File: config.mk
export PLATFORM = sky130hd
export DESIGN_NAME = bresenham_line_rasterizer_flat
export DESIGN_NICKNAME = d
export VERILOG_FILES = /design/src/rtl/brl_pkg.sv /design/src/rtl/brl_if.sv /design/src/rtl/brl_ctrl.sv /design/src/rtl/brl_dp.sv /design/src/rtl/bresenham_line_rasterizer.sv /design/src/flat_wrapper.sv
export SDC_FILE = /design/constraint.sdc
export NUM_CORES = 1
export LEC_CHECK = 0
export BUFFER_PORTS_ARGS = -buffer_cell sky130_fd_sc_hd__buf_2
export CAP_MARGIN = 20
export CORE_MARGIN = 2
export CORE_UTILIZATION = 60
export CTS_BUF_LIST = sky130_fd_sc_hd__clkbuf_16
export DETAILED_ROUTE_END_ITERATION = 8
export PLACE_DENSITY = 0.79
export SLEW_MARGIN = 20
export SYNTH_ARGS = -nofsm -noshare
export SYNTH_HDL_FRONTEND = slang
export SYNTH_SLANG_ARGS = --single-unit
export TNS_END_PERCENT = 10
File: constraint.sdc
create_clock -name clk -period 3.4 [get_ports clk]
set_input_delay 0.34 -clock clk [delete_from_list [all_inputs] [get_ports clk]]
set_output_delay 0.34 -clock clk [all_outputs]
set_load 0.02 [all_outputs]
File: src/rtl/brl_pkg.sv
`default_nettype none
package brl_pkg;

	// Width of every coordinate field on the channels.
	localparam int unsigned FIELD_W = 6;

	// Default tile size exponent; the tile is 2^COORD_BITS pixels square.
	localparam int unsigned COORD_BITS_DEF = 6;

	typedef enum logic [1:0] {
		ST_IDLE = 2'b01,
		ST_RUN  = 2'b10
	} brl_state_t;

	// Controller to datapath.
	typedef struct packed {
		logic load;   // capture a new segment
		logic step;   // advance to the next pixel
	} brl_cmd_t;

	// Datapath to controller.
	typedef struct packed {
		logic last;   // current pixel is the final one
	} brl_sts_t;

endpackage
`default_nettype wire

File: src/rtl/brl_if.sv
`default_nettype none
interface brl_seg_if;
	logic                        valid;
	logic                        ready;
	logic [brl_pkg::FIELD_W-1:0] start_x;
	logic [brl_pkg::FIELD_W-1:0] start_y;
	logic [brl_pkg::FIELD_W-1:0] end_x;
	logic [brl_pkg::FIELD_W-1:0] end_y;

	modport source (output valid, start_x, start_y, end_x, end_y, input ready);
	modport sink   (input valid, start_x, start_y, end_x, end_y, output ready);
endinterface

interface brl_pix_if;
	logic                        valid;
	logic                        ready;
	logic [brl_pkg::FIELD_W-1:0] pixel_x;
	logic [brl_pkg::FIELD_W-1:0] pixel_y;
	logic                        last_pixel;

	modport source (output valid, pixel_x, pixel_y, last_pixel, input ready);
	modport sink   (input valid, pixel_x, pixel_y, last_pixel, output ready);
endinterface
`default_nettype wire

File: src/rtl/brl_ctrl.sv
`default_nettype none
module brl_ctrl (
	input  wire logic              clk,
	input  wire logic              arst_n,
	input  wire logic              in_valid,
	output logic                   in_ready,
	output logic                   out_valid,
	input  wire logic              out_ready,
	input  wire brl_pkg::brl_sts_t sts,
	output brl_pkg::brl_cmd_t      cmd
);
	import brl_pkg::*;

	brl_state_t state_q;
	brl_state_t state_d;
	logic       in_fire;
	logic       out_fire;
	logic       final_beat;

	assign out_valid  = (state_q == ST_RUN);
	assign out_fire   = out_valid && out_ready;
	assign final_beat = out_fire && sts.last;
	// A new segment may load on the beat that drains the last pixel.
	assign in_ready   = (state_q == ST_IDLE) || final_beat;
	assign in_fire    = in_valid && in_ready;

	assign cmd.load = in_fire;
	assign cmd.step = out_fire && !sts.last;

	always_comb begin
		state_d = state_q;
		case (state_q)
			ST_IDLE: begin
				if (in_fire) state_d = ST_RUN;
			end
			ST_RUN: begin
				if (final_beat) state_d = in_fire ? ST_RUN : ST_IDLE;
			end
			default: begin
				state_d = ST_IDLE;
			end
		endcase
	end

	always_ff @(posedge clk or negedge arst_n) begin
		if (!arst_n) begin
			state_q <= ST_IDLE;
		end else begin
			state_q <= state_d;
		end
	end

endmodule
`default_nettype wire

File: src/rtl/brl_dp.sv
`default_nettype none
module brl_dp #(
	parameter int unsigned COORD_BITS = brl_pkg::COORD_BITS_DEF
) (
	input  wire logic                        clk,
	input  wire brl_pkg::brl_cmd_t           cmd,
	output brl_pkg::brl_sts_t                sts,
	input  wire logic [brl_pkg::FIELD_W-1:0] start_x,
	input  wire logic [brl_pkg::FIELD_W-1:0] start_y,
	input  wire logic [brl_pkg::FIELD_W-1:0] end_x,
	input  wire logic [brl_pkg::FIELD_W-1:0] end_y,
	output logic      [brl_pkg::FIELD_W-1:0] pixel_x,
	output logic      [brl_pkg::FIELD_W-1:0] pixel_y,
	output logic                             last_pixel
);
	import brl_pkg::*;

	localparam int unsigned CB = COORD_BITS;
	// Decision term lies within +/- 2*major plus 2*minor.
	localparam int unsigned DW = CB + 3;

	logic [CB-1:0] ax, ay, bx, by;
	logic [CB-1:0] span_x, span_y, major_d, minor_d;
	logic          x_major_d;

	logic [CB-1:0]        cx_q, cy_q, cnt_q, major_q, minor_q;
	logic                 x_major_q, neg_x_q, neg_y_q;
	logic signed [DW-1:0] dec_q;

	logic signed [DW-1:0] two_major, two_minor, dec_init, dec_next;
	logic                 take_minor;
	logic [CB-1:0]        inc_x, inc_y;

	assign ax = start_x[CB-1:0];
	assign ay = start_y[CB-1:0];
	assign bx = end_x[CB-1:0];
	assign by = end_y[CB-1:0];

	assign span_x    = (bx > ax) ? (bx - ax) : (ax - bx);
	assign span_y    = (by > ay) ? (by - ay) : (ay - by);
	assign x_major_d = (span_x >= span_y);
	assign major_d   = x_major_d ? span_x : span_y;
	assign minor_d   = x_major_d ? span_y : span_x;
	assign dec_init  = $signed(DW'({minor_d, 1'b0})) - $signed(DW'(major_d));

	assign two_major  = $signed(DW'({major_q, 1'b0}));
	assign two_minor  = $signed(DW'({minor_q, 1'b0}));
	assign take_minor = !dec_q[DW-1];
	assign dec_next   = dec_q + two_minor - (take_minor ? two_major : DW'(0));

	// +1 or -1 modulo the tile.
	assign inc_x = neg_x_q ? {CB{1'b1}} : CB'(1);
	assign inc_y = neg_y_q ? {CB{1'b1}} : CB'(1);

	always_ff @(posedge clk) begin
		if (cmd.load) begin
			cx_q      <= ax;
			cy_q      <= ay;
			cnt_q     <= major_d;
			major_q   <= major_d;
			minor_q   <= minor_d;
			x_major_q <= x_major_d;
			neg_x_q   <= !(ax < bx);
			neg_y_q   <= !(ay < by);
			dec_q     <= dec_init;
		end else if (cmd.step) begin
			cnt_q <= cnt_q - CB'(1);
			dec_q <= dec_next;
			if (x_major_q || take_minor) cx_q <= cx_q + inc_x;
			if (!x_major_q || take_minor) cy_q <= cy_q + inc_y;
		end
	end

	assign sts.last   = (cnt_q == '0);
	assign pixel_x    = FIELD_W'(cx_q);
	assign pixel_y    = FIELD_W'(cy_q);
	assign last_pixel = sts.last;

endmodule
`default_nettype wire

File: src/rtl/bresenham_line_rasterizer.sv
// Bresenham line rasterizer.
//
// seg (sink): one line segment per beat, endpoints start_x/start_y and
// end_x/end_y inside a 2^COORD_BITS square tile; upper coordinate bits are
// ignored. pix (source): the pixels of the segment in order from the start
// endpoint, one per beat, last_pixel set on the final one. A segment gives
// its major-axis span plus one pixels, so at most 2^COORD_BITS.
//
// Latency: the first pixel is valid the cycle after the segment beat.
// Throughput: one pixel per cycle while pix.ready is high; the decision
// register and coordinate counters advance as each pixel but the last is
// taken. The next segment is taken on the same beat that delivers the final
// pixel, so segments stream with no gap.
//
// A stalled receiver freezes the current pixel and the walk; seg.ready stays
// low until the final pixel is taken. Reset clears the controller to idle;
// no pixel is offered until a segment arrives.
`default_nettype none
module bresenham_line_rasterizer #(
	parameter int unsigned COORD_BITS = brl_pkg::COORD_BITS_DEF
) (
	input  wire logic  clk,
	input  wire logic  arst_n,
	brl_seg_if.sink    seg,
	brl_pix_if.source  pix
);
	import brl_pkg::*;

	brl_cmd_t cmd;
	brl_sts_t sts;

	brl_ctrl u_ctrl (
		.clk       (clk),
		.arst_n    (arst_n),
		.in_valid  (seg.valid),
		.in_ready  (seg.ready),
		.out_valid (pix.valid),
		.out_ready (pix.ready),
		.sts       (sts),
		.cmd       (cmd)
	);

	brl_dp #(
		.COORD_BITS (COORD_BITS)
	) u_dp (
		.clk        (clk),
		.cmd        (cmd),
		.sts        (sts),
		.start_x    (seg.start_x),
		.start_y    (seg.start_y),
		.end_x      (seg.end_x),
		.end_y      (seg.end_y),
		.pixel_x    (pix.pixel_x),
		.pixel_y    (pix.pixel_y),
		.last_pixel (pix.last_pixel)
	);

endmodule
`default_nettype wire

File: src/flat_wrapper.sv
// flat-port wrapper written by rule: the top's interface ports become plain ports
module bresenham_line_rasterizer_flat import brl_pkg::*;
#(
	parameter int unsigned COORD_BITS = brl_pkg::COORD_BITS_DEF
)
  (clk, arst_n, seg_valid, seg_start_x, seg_start_y, seg_end_x, seg_end_y, seg_ready, pix_valid, pix_pixel_x, pix_pixel_y, pix_last_pixel, pix_ready);
  brl_seg_if seg_i ();
  brl_pix_if pix_i ();
  input  wire logic clk;
  input  wire logic arst_n;
  input wire logic [$bits(seg_i.valid)-1:0] seg_valid;
  input wire logic [$bits(seg_i.start_x)-1:0] seg_start_x;
  input wire logic [$bits(seg_i.start_y)-1:0] seg_start_y;
  input wire logic [$bits(seg_i.end_x)-1:0] seg_end_x;
  input wire logic [$bits(seg_i.end_y)-1:0] seg_end_y;
  output wire logic [$bits(seg_i.ready)-1:0] seg_ready;
  output wire logic [$bits(pix_i.valid)-1:0] pix_valid;
  output wire logic [$bits(pix_i.pixel_x)-1:0] pix_pixel_x;
  output wire logic [$bits(pix_i.pixel_y)-1:0] pix_pixel_y;
  output wire logic [$bits(pix_i.last_pixel)-1:0] pix_last_pixel;
  input wire logic [$bits(pix_i.ready)-1:0] pix_ready;
  assign seg_i.valid = seg_valid;
  assign seg_i.start_x = seg_start_x;
  assign seg_i.start_y = seg_start_y;
  assign seg_i.end_x = seg_end_x;
  assign seg_i.end_y = seg_end_y;
  assign seg_ready = seg_i.ready;
  assign pix_valid = pix_i.valid;
  assign pix_pixel_x = pix_i.pixel_x;
  assign pix_pixel_y = pix_i.pixel_y;
  assign pix_last_pixel = pix_i.last_pixel;
  assign pix_i.ready = pix_ready;
  bresenham_line_rasterizer #(.COORD_BITS(COORD_BITS)) u_core (.clk(clk), .arst_n(arst_n), .seg(seg_i), .pix(pix_i));
endmodule
==> metrics <==
status finished with violations; failing checks negative setup slack; Slowest cell on crit path fa_2; Crit Path Category input port to flip-flop; Power Density 1050 nW/um2; DP Area 5230 um2; Period minus WS final 4.84 ns; total power 6000 uW; Worst EP required 3.44 ns; Mapped Area 4130 um2; Initial Util 61.5%; clock skew 0.00384 ns; post-synth net total 537; clock-pin slew on the worst setup and hold paths 0.06 ns; Leak 0.00281 uW; I/O pin cnt 43; post-layout util 84.7%; nets 681; VDD IR max 0.372 mV; crit-path cells buf_6 > inv_4 > ha_4 > inv_4 > fa_2 > a211oi_4 > o31ai_2 > nand2_1 > mux2i_1 > o211ai_1 > xor2_2 > ha_4 > nand3_4 > o21ai_4 > buf_12 > mux2i_4 > fa_2 > nor2b_4 > o21ai_2 > nand2_2 > maj3_2 > a21o_1 > a211o_1; Hold WS 0.388 ns; drt total wl 12.0 mm; Max Root-Sink Buffers 2; vias in the first global route 3642; Placer Congestion 0.909; Met3 Wirelength 665 um; pin count of the biggest net entering global routing 25; area of the multi-input gates 2770 um2; CTS tree yes; residual DRC count 0; final setup fails 25; DP HPWL 7.68 mm; relative slew slack 47.7%; hold violation count in the final report 0; cell family with most CP delay adder cells; drt first-iter violations 349; ant diodes 0; site row count 30; Crit. End Element flip-flop; via count of the routed design 3858; filler instances 354; average wire per standard cell 17.9 um; final worst setup slack -1.44 ns; worst hold-check path type input port to flip-flop; max incr delay on CP 0.42 ns; Avg Vias per Cell 5.78; port bufs 42; Synth Register Bits 43; met2 wire length 6.17 mm; sequential element share of the synthesized area 31.1%; RSZ-0062 raised after global routing yes; Setup crit start kind input port; gr usage total 27.2%; Skew-Pair Late Insertion Delay 0.29 ns; CTS H-Tree Depth 2; initial antenna violation count 0; Syn Area/Cell 9.32 um2; HP Start seg_valid; CORE AREA 6720 um2; Die ar. 7560 um2; max cap viols 0; CP Max Fanout 6; fraction of layout cells with a size suffix above 1 35.4%; Final Cell Area 5690 um2; Final ANT Viol Nets 0; Reg-to-Reg Start u_core.u_dp.dec_q[8]; Met1 Wirelength 4.56 mm; TritonRoute pass-1 iters 5; number of synthesized flops with an enable pin 41; Least-Margin Pin Slew 0.776 ns; Most used DFF post-synth edfxtp_1; Yosys Warn Count 0; Top Layer Used met4; Critical Path AT 4.88 ns; first-pass GRT wire length 16.2 mm; clk root buf clkbuf_16; Num CTS Buffers 5; fmax 0.207 GHz; worst setup path startpoint seg_end_x[0]; Register Area 1280 um2; die height 87.0 um; GRT overflow 0; ys async rst share 4.65%; post-route setup TNS -13.73 ns; Area growth, synth to finish 37.8%; Gate Count Post-Synth 443; post-synth cell types 48; CP bufs+invs 4; fin. max-slew vios 0; die width 87.0 um; fin crit share 142%; clk sinks 43
==> flip-flops by register name, summed over array words and instances (netlist names) <==
signal and cells:
u_core.u_dp.minor_q 6, u_core.u_dp.neg_x_q 1, u_core.u_dp.major_q 6, u_core.u_dp.neg_y_q 1, u_core.u_ctrl.state_q 2, u_core.u_dp.dec_q 8, u_core.u_dp.pixel_y 6, u_core.u_dp.x_major_q 1
u_core.u_dp.pixel_x 6, u_core.u_dp.cnt_q 6
==> metrics by stage <==
step	setup slack, ns	instances
CTS	-1.18	662
global route	-1.62	668
finish	-1.44	668
global placement	-1.33	653
detailed placement	-1.52	653
floorplan	-1.29	443
==> timing repair <==
item | 4_1_cts | 5_1_grt
gates cloned | 0 | 1
buffers inserted | 0 | 4
hold buffers | 1 | 0
gates resized for setup | 10 | 47
endpoints found under the setup margin | 18 | 25
hold endpoints to repair | 1 | 0
pin swaps | 7 | 10
==> layer usage <==
metal	global-route usage, %	vias up
met5	0	-
met4	11.9	0
met3	2.75	58
met2	48.2	184
met1	33.4	1839
li1	-	1777
==> power by group <==
group	switching (uW)	total [uW]	internal (uW)	leakage (uW)
Sequential	146	1160	1010	0.000411
Combinational	2340	4370	2030	0.00233
Clock	204	471	267	0.0000649
Total	2690	6000	3310	0.00281
==> Yosys cell counts (3+ instances only) <==
library cell | n | area, um2
ha_1 | 52 | 651
o22ai_1 | 3 | 18.8
fa_1 | 14 | 280
clkbuf_1 | 7 | 26.3
o21bai_1 | 7 | 52.6
mux2_2 | 4 | 45.0
xnor2_1 | 19 | 166
o2111ai_1 | 3 | 26.3
edfxtp_1 | 41 | 1230
inv_1 | 90 | 338
xor2_1 | 9 | 78.8
mux2i_1 | 13 | 130
o21ai_2 | 3 | 26.3
a21o_1 | 18 | 135
nor2b_1 | 9 | 56.3
nand2_1 | 27 | 101
o21ai_0 | 16 | 80.1
nor2_1 | 30 | 113
nand3_1 | 3 | 15.0
a21oi_1 | 36 | 180
==> final timing paths <==
check,to,slack [ns],cells after the start
max,u_core.u_dp.dec_q[6],-1.44,23
min,u_core.u_ctrl.state_q[0],0.39,4
max reg2reg,u_core.u_dp.dec_q[8],0.39,13
min reg2reg,u_core.u_ctrl.state_q[1],0.53,2
max in group asynchronous,u_core.u_ctrl.state_q[0],2.80,2
min in group asynchronous,u_core.u_ctrl.state_q[1],0.41,2
==> cells in the final DEF (no fill, tap or decap), types with 3 or more instances in the layout <==
cell       instances
nor2_1            27
a21o_1            18
xor2_1             7
ha_1              45
a21oi_1           31
ha_4               6
xor2_2             4
buf_6              8
mux2i_1            8
o31ai_2            3
buf_2             39
nor2b_1            8
inv_2              4
clkbuf_16          6
inv_1             83
a21oi_2            4
mux2i_4            4
xnor2_1           18
fa_1              11
fa_2               3
nor2_2             3
o21ai_1            5
nand2_1           25
o21ai_0           11
buf_4             93
edfxtp_1          41
o22ai_1            3
o21bai_1           7
==> logic make-up after synthesis <==
| kind of cell | synth area share [%] |
|---|---|
| fa+ha+maj | 23.1 |
| simple gates | 8.91 |
| buf+inv | 8.82 |
| compound gates | 16.8 |
| flops | 31.1 |
| xor+xnor | 6.73 |
| mux | 4.58 |
==> worst min-delay path, stage by stage <==
cell and delay [ns]:
buf_2 0.12, a21oi_1 0.06, o21ai_0 0.06, o21ai_0 0.08
==> final cells by class <==
class	count	share of cell area [%]
flip-flops and latches	43	22.5
multi-input cells	303	48.7
clock buffers	5	2.20
clock inverters	3	0.264
repair buffers	144	18.3
well taps	80	1.76
inverters	90	6.24
Power figures use the tool's default switching activity.
